==> config.mk <==
export PLATFORM = sky130hd
export DESIGN_NAME = sem_mag
export DESIGN_NICKNAME = d
export VERILOG_FILES = /design/src/rtl/sem_pkg.sv /design/src/rtl/sem_mag.sv
export SDC_FILE = /design/constraint.sdc
export NUM_CORES = 1
export LEC_CHECK = 0
export ABC_AREA = 1
export BUFFER_PORTS_ARGS = -buffer_cell sky130_fd_sc_hd__buf_2
export CAP_MARGIN = 20
export CORE_ASPECT_RATIO = 0.8
export CORE_MARGIN = 4
export CORE_UTILIZATION = 54
export DETAILED_ROUTE_END_ITERATION = 10
export GPL_ROUTABILITY_DRIVEN = 0
export HOLD_SLACK_MARGIN = 0.02
export PLACE_DENSITY_LB_ADDON = 0.15
export RECOVER_POWER = 50
export SETUP_SLACK_MARGIN = 0.2
export SLEW_MARGIN = 10
export SYNTH_ARGS = -nofsm -noshare
export SYNTH_HDL_FRONTEND = slang
export SYNTH_SLANG_ARGS = --single-unit
==> constraint.sdc <==
create_clock -name clock -period 9.9 [get_ports clock]
set_input_delay 2.97 -clock clock [delete_from_list [all_inputs] [get_ports clock]]
set_output_delay 2.97 -clock clock [all_outputs]
set_load 0.1 [all_outputs]
==> src/rtl/sem_pkg.sv <==
`timescale 1ns / 1ps
// ----------------------------------------------------------------------------
// sem_pkg
// Shared constants, types and kernel helpers for the Sobel edge block.
// ----------------------------------------------------------------------------
package sem_pkg;

   localparam int DEF_MAX_WIDTH  = 1024;
   localparam int DEF_MAX_HEIGHT = 4096;

   // configuration port
   localparam int CSR_IDX_W  = 2;
   localparam int CSR_DATA_W = 13;
   localparam int FW_W       = 11;
   localparam int FH_W       = 13;
   localparam logic [CSR_IDX_W-1:0] CSR_FRAME_WIDTH  = 2'd0;
   localparam logic [CSR_IDX_W-1:0] CSR_FRAME_HEIGHT = 2'd1;
   localparam logic [FW_W-1:0] FW_RESET = 11'd640;
   localparam logic [FH_W-1:0] FH_RESET = 13'd480;

   // beat kinds
   localparam logic REQ_PIXEL = 1'b0;
   localparam logic REQ_DRAIN = 1'b1;

   // datapath widths
   localparam int PIX_W  = 24;
   localparam int GRAD_W = 11;  // |sum| <= 4*255
   localparam int MAG_W  = 22;  // gx^2 + gy^2 <= 2*1020^2
   localparam int Q_W    = 8;

   typedef logic [PIX_W-1:0]         pix_type;
   typedef logic signed [GRAD_W-1:0] grad_type;
   typedef logic [2:0][MAG_W-1:0]    mag_arr_type;
   typedef logic [2:0][Q_W-1:0]      q_arr_type;

   // Sobel X coefficient for window row i, column j
   function automatic logic signed [2:0] kern_x(input int i, input int j);
      logic signed [2:0] s;
      s = (j == 0) ? -3'sd1 : ((j == 2) ? 3'sd1 : 3'sd0);
      return (i == 1) ? 3'(s <<< 1) : s;
   endfunction

   // Sobel Y coefficient for window row i, column j
   function automatic logic signed [2:0] kern_y(input int i, input int j);
      logic signed [2:0] s;
      s = (i == 0) ? -3'sd1 : ((i == 2) ? 3'sd1 : 3'sd0);
      return (j == 1) ? 3'(s <<< 1) : s;
   endfunction

endpackage

==> src/rtl/sem_mag.sv <==
`timescale 1ns / 1ps
// ----------------------------------------------------------------------------
// sem_mag
// Rounded square root for three channels, one result bit per cycle.
// ----------------------------------------------------------------------------
module sem_mag
   import sem_pkg::*;
(
   input  logic        clock,
   input  logic        reset,
   input  logic        start,
   input  mag_arr_type m_in,
   output logic        done,
   output q_arr_type   q_out
);

   mag_arr_type m_ff;
   q_arr_type   q_ff, q_in;
   logic [2:0]  bit_ff;
   logic        busy_ff;

   // largest q with q*(q-1) < m, searched MSB first
   always_comb begin
      logic [Q_W-1:0]   cand;
      logic [2*Q_W-1:0] f;
      q_in = q_ff;
      for (int ch = 0; ch < 3; ch++) begin
         cand = q_ff[ch] | (Q_W'(1) << bit_ff);
         f    = cand * (cand - Q_W'(1));
         if (MAG_W'(f) < m_ff[ch]) begin
            q_in[ch] = cand;
         end
      end
   end

   // busy while bits remain; done pulses once after the last bit
   always_ff @(posedge clock) begin
      if (reset) begin
         busy_ff <= 1'b0;
         done    <= 1'b0;
      end else begin
         done <= busy_ff && !start && (bit_ff == 3'd0);
         if (start) begin
            busy_ff <= 1'b1;
         end else if (busy_ff && bit_ff == 3'd0) begin
            busy_ff <= 1'b0;
         end
      end
   end

   always_ff @(posedge clock) begin
      if (start) begin
         m_ff   <= m_in;
         q_ff   <= '0;
         bit_ff <= 3'(Q_W - 1);
      end else if (busy_ff) begin
         q_ff   <= q_in;
         bit_ff <= bit_ff - 3'd1;
      end
   end

   assign q_out = q_ff;

endmodule

==> Word level (Yosys, flattened, before mapping) <==
Index checks and enable logic that the tools add are counted.
{ "word_totals": {"ff_bits": 95, "input_bits": 69} }
{ "op_classes": {"n_addsub": 4, "multipliers": 3, "order_cmp": 3, "shifts": 1, "n_mux": 2, "bitwise": 3, "n_reduce_logical": 9} }
{ "op_table": {"columns": ["operator", "n"], "rows": [
  ["less-than comparator 16 x 22 -> 1 bit", 3],
  ["multiplier 9 x 9 -> 16 bit", 3],
  ["subtractor 8 x 1 -> 9 bit, second input constant", 3],
  ["bitwise OR 8 bit", 3],
  ["left shift 1 x 3 -> 8 bit, first input constant", 1],
  ["AND reduction 2 bit", 3],
  ["logical AND 1 bit", 3],
  ["zero test 3 bit", 1],
  ["subtractor 3 x 1 -> 3 bit, second input constant", 1],
  ["two-way mux 1 bit", 2],
  ["nonzero test 2 bit", 1],
  ["zero test 1 bit", 1]
]} }

==> Logic depth before layout (Yosys ltp) <==
{ "logic_depth": {"word_depth": 6, "ltp_mapped": 41} }

==> Worst setup path before layout <==
OpenSTA, ideal clock, no wires.
{ "synth_timing": {"path_kind": "flip-flop to flip-flop", "start": "register q_ff, in the netlist q_out[10]", "end": "register q_ff, in the netlist q_out[10]", "arrival_ps": 6912, "slack_ps": 2861, "path_stages_with_launch": 33, "n_path_buf": 1, "period_less_slack_ps": 7039, "path_cell_list": "dfxtp_1 inv_1 nand2_2 buf_2 nor2_1 nand2_1 inv_1 nand4_1 ha_1 or2_2 fa_1 fa_1 inv_1 fa_1 fa_1 inv_1 fa_1 inv_1 ha_1 nand2_1 a21oi_1 or2_2 a21oi_1 xor2_1 inv_1 ha_1 nand2_1 nor2_1 nand2_1 nor2_1 nand2_1 nand4_1 a21oi_1"} }
{ "synth_between": {"elab_chain_cells": 5} }
{ "synth_rtl": {"columns": ["element", "line", "text"], "rows": [
  ["start, declared", "sem_mag.sv:18", "q_arr_type q_ff, q_in;"],
  ["start signal, assigned", "sem_mag.sv:57", "q_ff <= q_in;"],
  ["bitwise OR 8 bit *", "sem_mag.sv:28", "cand = q_ff[ch] | (Q_W'(1) << bit_ff);"],
  ["subtractor 8 x 1 -> 9 bit", "sem_mag.sv:29", "f = cand * (cand - Q_W'(1));"],
  ["multiplier 9 x 9 -> 16 bit", "sem_mag.sv:29", null],
  ["less-than comparator 16 x 22 -> 1 bit", "sem_mag.sv:30", "if (MAG_W'(f) < m_ff[ch]) begin"],
  ["AND reduction 2 bit (no line)", null, null]
]} }
Mark *: on every way between the ends. The rest lies on a longest branch, timed or not.
A chain may end at the register's enable or synchronous reset.

==> results.md <==
* Total wire length after detailed routing at 25.60 mm
* Netlist cell types at 31
* Maximum number of pins on one net before global-route repair at 72
* Number of buffers inserted during clock tree synthesis at 9
* Overall track demand over capacity in global routing at between 20% and 30%
* FMAX at 122.2 MHz
* Min-delay worst type: register to register
* Leakage power at 7.944 nW
* Max-capacitance violation count at 1
* First-pass iteration count of the detailed router at 5
* Flop and latch count out of synthesis at 95
* P_sw at 0.001310 W
* Met2 global-route usage at 32.27%
* Maximum clock insertion buffer count at 2
* Worst-skew pair later-pin latency at 0.36 ns
* Avg WL per Cell at 13.35 µm
* Average size of a mapped cell at 8.197 µm²
* Area of the die at 25440 µm²
* Count of nets after finishing at 2012
* Internal power at 0.001359 W
* Fin crit period at 8.180 ns
* Initial standard-cell utilization of the core at 55.05%
* Final design utilization at between 50% and 60%
* Power density cells at between 150 and 200 nW/µm²
* Critical Path Sink Type: register
* PostCTS Resize Cnt at 0
* Final antenna-violating net count at 0
* Post-synthesis cell count at 1511
* RSZ-0062 raised after global routing: no
* DP Cell Count at 1902
* Violations in the final reports: max-capacitance violations, max-slew violations
* Post-Route Setup TNS at 0 ns
* Slack of the worst reg-to-reg path at roughly 1.9 ns
* Relative contribution of combinational cells to total power at approximately 70%
* Antenna violations before repair at 0
* Main synth FF type: sky130_fd_sc_hd__edfxtp_1
* Share of power burned in the clock network at 12.9%
* Final Instance Count excl. Fillers at 1918
* Worst-Margin Slew at 4.092 ns
* Leading cell type by number of instances after synthesis: sky130_fd_sc_hd__inv_1
* Vertical die dimension at 143.5 µm
* Clock tree root driver cell: sky130_fd_sc_hd__clkbuf_16
* Fraction of layout cells with a size suffix above 1 at 9.181%
* Most area-hungry cell type in the Yosys netlist: sky130_fd_sc_hd__ha_1
* Iter 0 DRT Violations at 638
* PortBufs at 93
* Post-synthesis net count at 1916
* FP Rows at 49
* Inserted Diodes at 0
* Clk sink count at 95
* Met3 track utilization from global routing at 2.893%
* Post-detailed-route DRC marker count at 0
* Number of global-route vias before repair at 9057
* Horiz. Die Dim at 177.3 µm
* Data required time of the critical path at between 10 and 15 ns
* Via density per instance at 4.874
* Period Utilization, post-route at 82.63%
* Run status: finished with violations
* Critical path peak fanout at 71
* Remaining global-route overflow at 0
* HPWL reported at the end of detailed placement at 21.64 mm
* Clock skew at between 0.007 and 0.008 ns
* Seq pwr share at about 17%
* Headroom to the max-slew limit at -172.8%
* Leading post-synthesis cells by instance count: 387 x sky130_fd_sc_hd__inv_1, 317 x sky130_fd_sc_hd__nand2_1, 207 x sky130_fd_sc_hd__ha_1, 137 x sky130_fd_sc_hd__nor2_1, 129 x sky130_fd_sc_hd__fa_1
* Arrival time of the worst setup path at roughly 8.4 ns
* TritonCTS clock tree: built
* Kind of launch point of the worst setup path: input pin
* Area share of the largest cell type after synthesis at 20.91%
* Top area cells in the synthesized netlist: sky130_fd_sc_hd__ha_1 21%, sky130_fd_sc_hd__fa_1 21%, sky130_fd_sc_hd__edfxtp_1 16%
* Hold buffer count at cts at 0
* Area grow syn2layout at 8.940%
* Peak ir drop on the vdd network at 0.0001214 V
* Global routing's busiest layer: met2
* Yosys synthesis warning count at 0
* Number of vias in the routed layout at 9348
* Area of the core region at between 20000 and 25000 µm²
* Count of flip-flops with a built-in enable after synthesis at 66
* Number of primary I/O pins at 94
* Clock-pin slew on the worst setup and hold paths at 0.07 ns
* Share of flip-flops with an asynchronous set or reset at 0%
* Number of filler cells placed in the layout at about 2100
* Seq/Total Area, Yosys at 20.69%
* Final Slew Violations at 72
* Synth Cell Area at about 12000 µm²
* Met1 track demand over resource in global routing at 32.14%
* Fraction of power spent switching nets at 49.09%
* Total setup buffers inserted after CTS at 0
* First-pass GRT wire length at 43.44 mm
* Max H-tree Level at 3
* Number of endpoints with negative hold slack in the final report at 0
* Final-report setup violation count at 0
* Worst Setup Path Type: input pin to register
## registers in the layout (all words and copies together), names as in the netlist
name	flops
bit_ff	3
busy_ff	1
done	1
m_ff	66
q_out	24
## final cells by class
class	instances	area (µm²)	share of cell area (%)
Clock buffer	9	225.2	1.669
Multi-Input combinational cell	1007	8282	61.38
Tap cell	306	382.9	2.838
Inverter	399	1498	11.10
Clock inverter	7	63.81	0.4729
Timing Repair Buffer	95	479.2	3.552
Sequential cell	95	2562	18.99
## per-stage QoR
| step | area, µm² | total power, W | hold slack (ns) | setup slack [ns] |
|---|---|---|---|---|
| 6_report | 13490 | 0.002669 | 0.4707 | 1.720 |
| 5_1_grt | 13490 | 0.003023 | 0.4947 | 1.119 |
| 4_1_cts | 13500 | 0.002691 | 0.4698 | 1.976 |
| 3_5_place_dp | 13210 | 0.002327 | 0.4590 | 2.008 |
| 3_3_place_gp | 13210 | 0.002290 | 0.4590 | 2.246 |
| 2_1_floorplan | 12390 | 0.001927 | 0.4714 | 2.861 |
## cell families after synthesis
group / Yosys count / synth area share [%]
AOI/OAI and AO/OA: 82 / 3.657
xor gates and xnor gates: 40 / 2.829
adders and majority gates: 336 / 41.76
buffers and inverters: 409 / 12.45
DFF: 95 / 20.69
and+or+nand+nor: 549 / 18.62
## power by group through the flow
| stage | sequential (W) | clock [W] | combinational [W] |
|---|---|---|---|
| 3_3_place_gp | 0.000469 | 0 | 0.00182 |
| 2_1_floorplan | 0.000483 | 0 | 0.00144 |
| 6_report | 0.000462 | 0.000344 | 0.00186 |
| 3_5_place_dp | 0.000470 | 0 | 0.00186 |
| 4_1_cts | 0.000460 | 0.000352 | 0.00188 |
| 5_1_grt | 0.000464 | 0.000371 | 0.00219 |
## critical path, stage by stage
cell and delay, ns:
sky130_fd_sc_hd__clkbuf_1 2.82, sky130_fd_sc_hd__clkinv_1 2.16, sky130_fd_sc_hd__nand2_1 0.36, sky130_fd_sc_hd__a21oi_1 0.07
## layer usage
layer | up-vias | part of all wire [%] | routed length (µm)
li1 | 4795 | - | -
met1 | 4341 | 50 | 12820
met2 | 183 | 43 | 11130
met3 | 29 | 4.5 | 1154
met4 | 0 | 1.9 | 497
met5 | - | 0 | 0
## path summary, 6_finish.rpt
path	from	endpoint	depth (start not counted)
worst max register to register	bit_ff[0]	q_out[19]	33
worst min-delay path	q_out[20]	q_out[20]	2
worst max-delay path	start	q_out[19]	4
worst min register to register	q_out[20]	q_out[20]	2
## cells in the final DEF (no fill, tap or decap), types with 6 or more instances in the layout
| master | count |
|---|---|
| sky130_fd_sc_hd__nor2_1 | 137 |
| sky130_fd_sc_hd__or2_2 | 6 |
| sky130_fd_sc_hd__a21oi_1 | 53 |
| sky130_fd_sc_hd__clkbuf_16 | 9 |
| sky130_fd_sc_hd__ha_1 | 207 |
| sky130_fd_sc_hd__nand2_2 | 9 |
| sky130_fd_sc_hd__nand2_1 | 317 |
| sky130_fd_sc_hd__edfxtp_1 | 66 |
| sky130_fd_sc_hd__nor3_1 | 11 |
| sky130_fd_sc_hd__o21ai_0 | 10 |
| sky130_fd_sc_hd__nand4_1 | 15 |
| sky130_fd_sc_hd__inv_2 | 11 |
| sky130_fd_sc_hd__xor2_1 | 26 |
| sky130_fd_sc_hd__buf_2 | 92 |
| sky130_fd_sc_hd__dfxtp_1 | 29 |
| sky130_fd_sc_hd__xnor2_1 | 14 |
| sky130_fd_sc_hd__fa_1 | 129 |
| sky130_fd_sc_hd__nand3_1 | 37 |
| sky130_fd_sc_hd__o21bai_1 | 6 |
| sky130_fd_sc_hd__inv_1 | 387 |
| sky130_fd_sc_hd__a21o_1 | 6 |
(Power assumes the default switching activity.)
